--- src/design/sihp_pkg.sv ---
// Shared types, constants and parse-step helpers for the signed item header parser.
// Used by every other design file and the testbench. No dependencies.
package sihp_pkg;

   typedef enum logic [3:0] {
      PH_TYPE0, PH_TYPE1, PH_SIG, PH_OWNER, PH_OPTFLAG, PH_OPTBYTES,
      PH_COUNTS, PH_CNT, PH_BSIZE, PH_NSIZE, PH_NAME, PH_VSIZE, PH_VALUE,
      PH_HOLD, PH_DONE
   } phase_type;

   typedef enum logic [1:0] {
      V_PENDING, V_OK, V_FAILED, V_FALLBACK
   } verdict_type;

   localparam logic [3:0] ROLE_SIGTYPE     = 4'd0;
   localparam logic [3:0] ROLE_SIG         = 4'd1;
   localparam logic [3:0] ROLE_OWNER       = 4'd2;
   localparam logic [3:0] ROLE_TARGET_FLAG = 4'd3;
   localparam logic [3:0] ROLE_TARGET      = 4'd4;
   localparam logic [3:0] ROLE_ANCHOR_FLAG = 4'd5;
   localparam logic [3:0] ROLE_ANCHOR      = 4'd6;
   localparam logic [3:0] ROLE_COUNTS      = 4'd7;
   localparam logic [3:0] ROLE_BLOCK       = 4'd8;
   localparam logic [3:0] ROLE_NAME_SIZE   = 4'd9;
   localparam logic [3:0] ROLE_NAME        = 4'd10;
   localparam logic [3:0] ROLE_VALUE_SIZE  = 4'd11;
   localparam logic [3:0] ROLE_VALUE       = 4'd12;
   localparam logic [3:0] ROLE_IGNORED     = 4'd13;

   localparam logic [15:0] SIG_RSA     = 16'd1;
   localparam logic [15:0] SIG_ED_A    = 16'd2;
   localparam logic [15:0] SIG_ECDSA   = 16'd3;
   localparam logic [15:0] SIG_ED_B    = 16'd4;
   localparam logic [15:0] SIG_ETH     = 16'd7;

   localparam logic [63:0] LEN_512   = 64'd512;
   localparam logic [63:0] LEN_65    = 64'd65;
   localparam logic [63:0] LEN_64    = 64'd64;
   localparam logic [63:0] LEN_42    = 64'd42;
   localparam logic [63:0] LEN_32    = 64'd32;
   localparam logic [63:0] LEN_OPT   = 64'd32;
   localparam logic [63:0] LEN_COUNT = 64'd16;
   localparam logic [3:0]  VARINT_MAX_BYTES = 4'd9;

   typedef struct packed {
      phase_type   phase;
      logic [63:0] field_left;
      logic [15:0] sig_kind;
      logic        optional_index;
      logic [63:0] declared_tags;
      logic [63:0] section_bytes;
      logic [63:0] section_left;
      logic        in_block;
      logic [63:0] block_left;
      logic [62:0] run_left;
      logic [63:0] tags_seen;
      logic [62:0] varint_value;
      logic [3:0]  varint_bytes;
      verdict_type held_verdict;
      logic        fallback_held;
      logic        target_flag;
   } state_type;

   typedef struct packed {
      logic [3:0]  byte_role;
      logic [31:0] tag_index;
      verdict_type verdict;
      logic [63:0] header_length;
      logic [15:0] signature_type;
      logic        target_present;
   } rsp_type;

   function automatic state_type reset_state();
      state_type s;
      s = '0;
      s.phase = PH_TYPE0;
      s.held_verdict = V_PENDING;
      return s;
   endfunction

   function automatic state_type finish(state_type s, verdict_type v);
      s.held_verdict = v;
      s.phase = PH_DONE;
      return s;
   endfunction

   function automatic logic [63:0] cur_bound(state_type s);
      return s.in_block ? s.block_left : s.section_left;
   endfunction

   function automatic state_type start_varint(state_type s, phase_type ph);
      s.phase = ph;
      s.varint_value = '0;
      s.varint_bytes = '0;
      return s;
   endfunction

   function automatic state_type enter_count(state_type s);
      if (s.section_left == 64'd0) return finish(s, V_FAILED);
      return start_varint(s, PH_CNT);
   endfunction

   function automatic state_type end_run(state_type s);
      if (s.in_block) begin
         if (s.block_left != 64'd0) return finish(s, V_FAILED);
         s.in_block = 1'b0;
      end
      return enter_count(s);
   endfunction

   function automatic state_type next_in_run(state_type s);
      if (s.run_left == 63'd0) return end_run(s);
      if (cur_bound(s) == 64'd0) return finish(s, V_FAILED);
      return start_varint(s, PH_NSIZE);
   endfunction

   function automatic state_type push_tag(state_type s);
      if (s.tags_seen != '1) s.tags_seen = s.tags_seen + 64'd1;
      if (s.run_left != 63'd0) s.run_left = s.run_left - 63'd1;
      return next_in_run(s);
   endfunction

   function automatic state_type take_value(state_type s, logic neg, logic [63:0] mag);
      if (neg) return finish(s, V_FAILED);
      if (mag == 64'd0) return push_tag(s);
      if (mag > cur_bound(s)) return finish(s, V_FAILED);
      s.phase = PH_VALUE;
      s.field_left = mag;
      return s;
   endfunction

   function automatic state_type take_bsize(state_type s, logic neg, logic [63:0] mag);
      if (neg || (mag > s.section_left)) return finish(s, V_FAILED);
      s.block_left = mag;
      s.in_block = 1'b1;
      return next_in_run(s);
   endfunction

   function automatic state_type enter_vsize(state_type s);
      if (cur_bound(s) == 64'd0) return take_value(s, 1'b0, 64'd0);
      return start_varint(s, PH_VSIZE);
   endfunction

endpackage

--- src/design/sihp_step.sv ---
// Combinational parse step: next state and result fields for one byte.
// Depends on sihp_pkg.
module sihp_step #(
   parameter int COUNTER_BITS = 64
) (
   input  sihp_pkg::state_type    cur_state,
   input  logic [COUNTER_BITS-1:0] cur_pos,
   input  logic [7:0]             data_byte,
   input  logic                   window_end,
   output sihp_pkg::state_type    next_state,
   output logic [COUNTER_BITS-1:0] next_pos,
   output sihp_pkg::rsp_type      result
);
   import sihp_pkg::*;

   function automatic state_type varint_done(state_type s);
      logic        neg;
      logic [63:0] mag;
      neg = s.varint_value[0];
      mag = {2'b00, s.varint_value[62:1]};
      case (s.phase)
         PH_CNT: begin
            if (!neg && mag == 64'd0) begin
               if (s.section_left == 64'd0)
                  return finish(s, (s.tags_seen == s.declared_tags) ? V_OK : V_FAILED);
               return finish(s, V_FAILED);
            end else if (!neg) begin
               s.run_left = mag[62:0];
               s.in_block = 1'b0;
               return next_in_run(s);
            end
            s.run_left = mag[62:0] + 63'd1;
            if (s.section_left == 64'd0) return take_bsize(s, 1'b0, 64'd0);
            return start_varint(s, PH_BSIZE);
         end
         PH_BSIZE: return take_bsize(s, neg, mag);
         PH_NSIZE: begin
            if (!neg && mag == 64'd0) return end_run(s);
            if (neg || mag > cur_bound(s)) return finish(s, V_FAILED);
            s.phase = PH_NAME;
            s.field_left = mag;
            return s;
         end
         default: return take_value(s, neg, mag);
      endcase
   endfunction

   function automatic state_type section_byte(state_type s, logic [7:0] b);
      logic [5:0] sh;
      if (s.section_left != 64'd0) s.section_left = s.section_left - 64'd1;
      if (s.in_block && s.block_left != 64'd0) s.block_left = s.block_left - 64'd1;
      case (s.phase) inside
         PH_CNT, PH_BSIZE, PH_NSIZE, PH_VSIZE: begin
            if (s.varint_bytes >= VARINT_MAX_BYTES) begin
               s.fallback_held = 1'b1;
               s.phase = PH_HOLD;
               if (s.section_left == 64'd0) return finish(s, V_FALLBACK);
               return s;
            end
            sh = {2'b00, s.varint_bytes} * 6'd7;
            s.varint_value = s.varint_value | (63'(b[6:0]) << sh);
            s.varint_bytes = s.varint_bytes + 4'd1;
            if (!b[7] || cur_bound(s) == 64'd0) return varint_done(s);
            return s;
         end
         PH_NAME: begin
            if (s.field_left != 64'd0) s.field_left = s.field_left - 64'd1;
            if (s.field_left == 64'd0) return enter_vsize(s);
            return s;
         end
         PH_VALUE: begin
            if (s.field_left != 64'd0) s.field_left = s.field_left - 64'd1;
            if (s.field_left == 64'd0) return push_tag(s);
            return s;
         end
         default: begin
            if (s.section_left == 64'd0) return finish(s, V_FALLBACK);
            return s;
         end
      endcase
   endfunction

   function automatic state_type header_byte(state_type s, logic [7:0] b);
      logic [4:0] idx;
      case (s.phase)
         PH_TYPE0: begin
            s.sig_kind = {8'h00, b};
            s.phase = PH_TYPE1;
         end
         PH_TYPE1: begin
            s.sig_kind = {b, s.sig_kind[7:0]};
            case (s.sig_kind) inside
               SIG_RSA:          begin s.field_left = LEN_512; s.block_left = LEN_512; end
               SIG_ED_A, SIG_ED_B: begin s.field_left = LEN_64; s.block_left = LEN_32; end
               SIG_ECDSA:        begin s.field_left = LEN_65; s.block_left = LEN_65; end
               SIG_ETH:          begin s.field_left = LEN_65; s.block_left = LEN_42; end
               default:          return finish(s, V_FAILED);
            endcase
            s.phase = PH_SIG;
         end
         PH_SIG: begin
            s.field_left = s.field_left - 64'd1;
            if (s.field_left == 64'd0) begin
               s.field_left = s.block_left;
               s.block_left = '0;
               s.phase = PH_OWNER;
            end
         end
         PH_OWNER: begin
            s.field_left = s.field_left - 64'd1;
            if (s.field_left == 64'd0) begin
               s.phase = PH_OPTFLAG;
               s.optional_index = 1'b0;
            end
         end
         PH_OPTFLAG: begin
            if (b == 8'd1) begin
               if (!s.optional_index) s.target_flag = 1'b1;
               s.field_left = LEN_OPT;
               s.phase = PH_OPTBYTES;
            end else if (b == 8'd0) begin
               if (!s.optional_index) s.optional_index = 1'b1;
               else begin
                  s.phase = PH_COUNTS;
                  s.field_left = LEN_COUNT;
               end
            end else begin
               return finish(s, V_FAILED);
            end
         end
         PH_OPTBYTES: begin
            s.field_left = s.field_left - 64'd1;
            if (s.field_left == 64'd0) begin
               if (!s.optional_index) begin
                  s.optional_index = 1'b1;
                  s.phase = PH_OPTFLAG;
               end else begin
                  s.phase = PH_COUNTS;
                  s.field_left = LEN_COUNT;
               end
            end
         end
         default: begin
            idx = 5'd16 - s.field_left[4:0];
            if (!idx[3]) s.declared_tags[{idx[2:0], 3'b000} +: 8] = b;
            else         s.section_bytes[{idx[2:0], 3'b000} +: 8] = b;
            s.field_left = s.field_left - 64'd1;
            if (s.field_left == 64'd0) begin
               if (s.declared_tags == 64'd0 && s.section_bytes == 64'd0)
                  return finish(s, V_OK);
               s.section_left = s.section_bytes;
               s.tags_seen = '0;
               s.in_block = 1'b0;
               return enter_count(s);
            end
         end
      endcase
      return s;
   endfunction

   state_type   stepped;
   verdict_type verdict;
   logic [3:0]  role;

   always_comb begin
      unique case (cur_state.phase)
         PH_TYPE0, PH_TYPE1: role = ROLE_SIGTYPE;
         PH_SIG:             role = ROLE_SIG;
         PH_OWNER:           role = ROLE_OWNER;
         PH_OPTFLAG:         role = cur_state.optional_index ? ROLE_ANCHOR_FLAG : ROLE_TARGET_FLAG;
         PH_OPTBYTES:        role = cur_state.optional_index ? ROLE_ANCHOR : ROLE_TARGET;
         PH_COUNTS:          role = ROLE_COUNTS;
         PH_CNT, PH_BSIZE:   role = ROLE_BLOCK;
         PH_NSIZE:           role = ROLE_NAME_SIZE;
         PH_NAME:            role = ROLE_NAME;
         PH_VSIZE:           role = ROLE_VALUE_SIZE;
         PH_VALUE:           role = ROLE_VALUE;
         default:            role = ROLE_IGNORED;
      endcase
   end

   always_comb begin
      stepped  = cur_state;
      next_pos = cur_pos;
      if (cur_state.phase != PH_DONE) begin
         if (cur_pos != '1) next_pos = cur_pos + 1'b1;
         if (cur_state.phase >= PH_CNT) stepped = section_byte(cur_state, data_byte);
         else                           stepped = header_byte(cur_state, data_byte);
      end

      verdict = (stepped.phase == PH_DONE) ? stepped.held_verdict : V_PENDING;
      if (window_end && stepped.phase != PH_DONE) verdict = V_FAILED;

      result.byte_role = role;
      if (role >= ROLE_NAME_SIZE && role <= ROLE_VALUE)
         result.tag_index = (cur_state.tags_seen[63:32] != 32'd0) ? '1
                                                                 : cur_state.tags_seen[31:0];
      else
         result.tag_index = '0;
      result.verdict        = verdict;
      result.header_length  = (verdict == V_OK) ? 64'(next_pos) : 64'd0;
      result.signature_type = stepped.sig_kind;
      result.target_present = stepped.target_flag;

      next_state = stepped;
      if (window_end) begin
         next_state = reset_state();
         next_pos   = '0;
      end
   end

endmodule

--- src/design/sihp_out_reg.sv ---
// Result register with valid/stall handshake toward the consumer.
// Depends on sihp_pkg.
module sihp_out_reg (
   input  logic              clock,
   input  logic              reset,
   input  logic              load,
   input  sihp_pkg::rsp_type load_data,
   input  logic              stall,
   output logic              valid,
   output logic              free,
   output sihp_pkg::rsp_type data
);
   import sihp_pkg::*;

   logic    valid_ff, valid_in;
   rsp_type data_ff, data_in;

   always_comb begin
      free     = !valid_ff || !stall;
      valid_in = load ? 1'b1 : (free ? 1'b0 : valid_ff);
      data_in  = load ? load_data : data_ff;
   end

   always_ff @(posedge clock) begin
      if (reset) valid_ff <= 1'b0;
      else       valid_ff <= valid_in;
      data_ff <= data_in;
   end

   assign valid = valid_ff;
   assign data  = data_ff;

endmodule

--- src/design/signed_item_header_parser.sv ---
// Streaming header parser for a signed data item, one byte of the item window
// per beat. Each request beat yields exactly one response beat carrying the
// byte's role, its tag index, the running signature type and target flag, and
// the verdict (pending, ok, failed, fallback) with the header length on ok.
// Throughput is one byte per cycle: the parse state register is updated by a
// single combinational step per accepted byte, and results leave through one
// output register, so a new byte is taken whenever that register is empty or
// being drained. A response is valid in the cycle after its byte is taken.
// A window_end beat returns the parser to its start state for the next window.
// Depends on sihp_pkg, sihp_step and sihp_out_reg.
module signed_item_header_parser #(
   parameter int COUNTER_BITS = 64
) (
   input  logic        clock,
   input  logic        reset,
   input  logic        req_valid,
   output logic        req_stall,
   input  logic [7:0]  req_data_byte,
   input  logic        req_window_end,
   output logic        rsp_valid,
   input  logic        rsp_stall,
   output logic [3:0]  rsp_byte_role,
   output logic [31:0] rsp_tag_index,
   output logic [1:0]  rsp_verdict,
   output logic [63:0] rsp_header_length,
   output logic [15:0] rsp_signature_type,
   output logic        rsp_target_present
);
   import sihp_pkg::*;

   state_type               state_ff, state_in;
   logic [COUNTER_BITS-1:0] pos_ff, pos_in;
   rsp_type                 step_rsp, out_rsp;
   logic                    out_free;
   logic                    accept;

   // Take a beat whenever the result register can take its response.
   assign req_stall = !out_free;
   assign accept    = req_valid && out_free;

   sihp_step #(.COUNTER_BITS(COUNTER_BITS)) u_step (
      .cur_state  (state_ff),
      .cur_pos    (pos_ff),
      .data_byte  (req_data_byte),
      .window_end (req_window_end),
      .next_state (state_in),
      .next_pos   (pos_in),
      .result     (step_rsp)
   );

   // Advance the parse state only on an accepted beat; hold otherwise.
   always_ff @(posedge clock) begin
      if (reset) begin
         state_ff <= reset_state();
         pos_ff   <= '0;
      end else if (accept) begin
         state_ff <= state_in;
         pos_ff   <= pos_in;
      end
   end

   sihp_out_reg u_out (
      .clock     (clock),
      .reset     (reset),
      .load      (accept),
      .load_data (step_rsp),
      .stall     (rsp_stall),
      .valid     (rsp_valid),
      .free      (out_free),
      .data      (out_rsp)
   );

   assign rsp_byte_role      = out_rsp.byte_role;
   assign rsp_tag_index      = out_rsp.tag_index;
   assign rsp_verdict        = out_rsp.verdict;
   assign rsp_header_length  = out_rsp.header_length;
   assign rsp_signature_type = out_rsp.signature_type;
   assign rsp_target_present = out_rsp.target_present;

endmodule

--- config.mk ---
export PLATFORM = sky130hd
export DESIGN_NAME = signed_item_header_parser
export DESIGN_NICKNAME = d
export VERILOG_FILES = /design/src/design/sihp_pkg.sv /design/src/design/sihp_step.sv /design/src/design/sihp_out_reg.sv /design/src/design/signed_item_header_parser.sv
export SDC_FILE = /design/constraint.sdc
export NUM_CORES = 2
export LEC_CHECK = 0
export ABC_AREA = 1
export CELL_PAD_IN_SITES_DETAIL_PLACEMENT = 1
export CELL_PAD_IN_SITES_GLOBAL_PLACEMENT = 2
export CORE_UTILIZATION = 37
export CTS_CLUSTER_SIZE = 25
export DETAILED_ROUTE_END_ITERATION = 10
export DONT_BUFFER_PORTS = 1
export PLACE_DENSITY_LB_ADDON = 0.1
export SYNTH_ARGS = -nofsm -noshare
export SYNTH_HDL_FRONTEND = slang
export SYNTH_HIERARCHICAL = 1
export SYNTH_SLANG_ARGS = --single-unit
--- constraint.sdc ---
create_clock -name clock -period 9.1 [get_ports clock]
set_clock_uncertainty 0.2 [all_clocks]
set_input_delay 1.82 -clock clock [delete_from_list [all_inputs] [get_ports clock]]
set_output_delay 1.82 -clock clock [all_outputs]
set_load 0.05 [all_outputs]
==> impl_metrics.toml <==
[synthesis]
post_synth_inst_count = 14620
syn-num-nets = 14790
synth.avg_cell_area_um2 = 5.471
syn_area_um2 = 79990
synth_warnings = 6

[finish]
drive_gt1_share_pct = 4.248
final_util_pct = 39.96
area_growth_syn_to_layout_pct = 7.210
layout.nets = 14300
finalInstanceArea_um2 = 85750

[timing]
fmax_mhz = 118.5
hold_violations = 0
tightest_slew_ns = 1.376
finalCritPeriodShare_pct = 92.70
fin_tns_setup_ns = 0
setup_viol = 0
relSlewSlack_pct = 7.937
fin_hold_ws_ns = 0.3254
grt_setup_unrepaired = "no"
timing.final.crit_period_ns = 8.436
drv_slew = 0

[power]
leakagePower_nw = 38.73
power_density_nw_per_um2 = 180.3
power_mw = 15.46
ir_worst_vdd_v = 0.0001693

[setup_path]
path_common_cell = "nand2_1"
critPathSlowestCell = "fa_1"
worst_setup_path_start_kind = "flop"
arrival_ns = 8.88
critPathMaxFanout = 66
cp.required_ns = 9.54
worst-setup-path-type = "flop to flop"
critPathMaxStageDelay_ns = 0.94
crit_path_end_kind = "flop"

[floorplan]
die_y_um = 467.0
die-area_um2 = 218000
coreArea_um2 = 214600
die_x_um = 467.0
rows = 170
top_level_ports = 134
start_util_pct = 37.27

[place]
dpl.hpwl_um = 390400
gp_congestion = 1.092
placed_area_um2 = 82170
numPortBuffers = 0

[run]
maxCapViolCount = 0

[drt]
detail-route-antenna-nets = 0
drt_iter0_drc = 12720
vias = 106600
vias_per_cell = 6.238
wire_per_inst_um = 30.68
firstDrtPassIters = 6
wl_um = 524100
drc = 0

[clock_tree]
numCtsBuffers = 100
worstSkewPairLatency_ns = 0.85
cts_buffer_depth = 3
ctsHtreeMaxLevel = 3
post_cts_buffers = 0
holdBufCountCts = 0
cts_tree = "built"
root_buffer = "clkbuf_16"
cts_resized = 0
path_clk_slew_ns = 0.07
cts_sinks = 723

[global_route]
grt_overflow = 0
track_usage_pct = 46.25
grt_pass1_vias = 102600
grt_max_degree = 217
grt_pass1_wl_um = 740300
grt_antenna_before_repair = 50

[run_status]
status = "finished, final reports clean"

[worst_hold_path]
worstHoldPathType = "flop to flop"
critical path: cells and delay by family (launching register included):
kind	cells	cell delay, ns
DFF	1	0.53
adders and majority gates	3	1.75
and+or+nand+nor	18	2.38
buffers and inverters	6	1.54
AOI/OAI and AO/OA	5	1.72
per-layer routing:
metal | global-route usage (%) | routed length (um) | up-vias
met5 | 0 | 283 | -
met3 | 10.19 | 49870 | 1779
met4 | 36.17 | 48650 | 34
li1 | - | - | 46680
met2 | 70.20 | 222300 | 5955
met1 | 56.51 | 203000 | 52130
flip-flops by register name, summed over array words and instances, names as in the netlist:
| signal | count |
|---|---|
| state_ff | 539 |
| pos_ff | 64 |
| u_out/data | 119 |
| u_out/valid | 1 |
path summary, 6_finish.rpt:
path                                 endpoint  slack (ns)          start  cells after the start
worst max-delay path            state_ff[533]        0.66    state_ff[5]                     32
worst min-delay path            state_ff[470]        0.33  state_ff[470]                      4
worst max register to register  state_ff[533]        0.66    state_ff[5]                     32
worst min register to register  state_ff[470]        0.33  state_ff[470]                      4
metrics by stage:
step	instances	worst slack, ns
after global placement	16870	1.079
after detailed placement	16870	1.188
after global routing	17060	0.5236
after CTS	17060	1.055
after floorplan	14620	3.285
final	17090	0.6640
final cells by class:
type / instances / area [um2]
antenna: 30 / 75.07
clock buffer: 125 / 2636
clock inverter: 60 / 867.1
fill: 29870 / 128900
inverter: 1793 / 6777
multi-input combinational: 11260 / 54040
sequential: 723 / 15670
tap: 2838 / 3551
timing repair buffer: 255 / 2140
power breakdown:
group / switching, mW / total (mW) / internal, mW
Sequential: 0.579 / 4.09 / 3.51
Combinational: 5.24 / 6.96 / 1.72
Clock: 1.91 / 4.42 / 2.51
Total: 7.73 / 15.5 / 7.74
cell usage in the layout (no fill, tap or decap), drive strengths merged, types with 255 or more instances in the layout:
| cell type | count |
|---|---|
| a21oi | 572 |
| buf | 255 |
| dfxtp | 604 |
| inv | 1783 |
| nand2 | 3953 |
| nand3 | 733 |
| nand4 | 260 |
| nor2 | 2903 |
| o211ai | 441 |
| o21ai | 930 |
No activity file was read; power rests on OpenSTA's default activity.
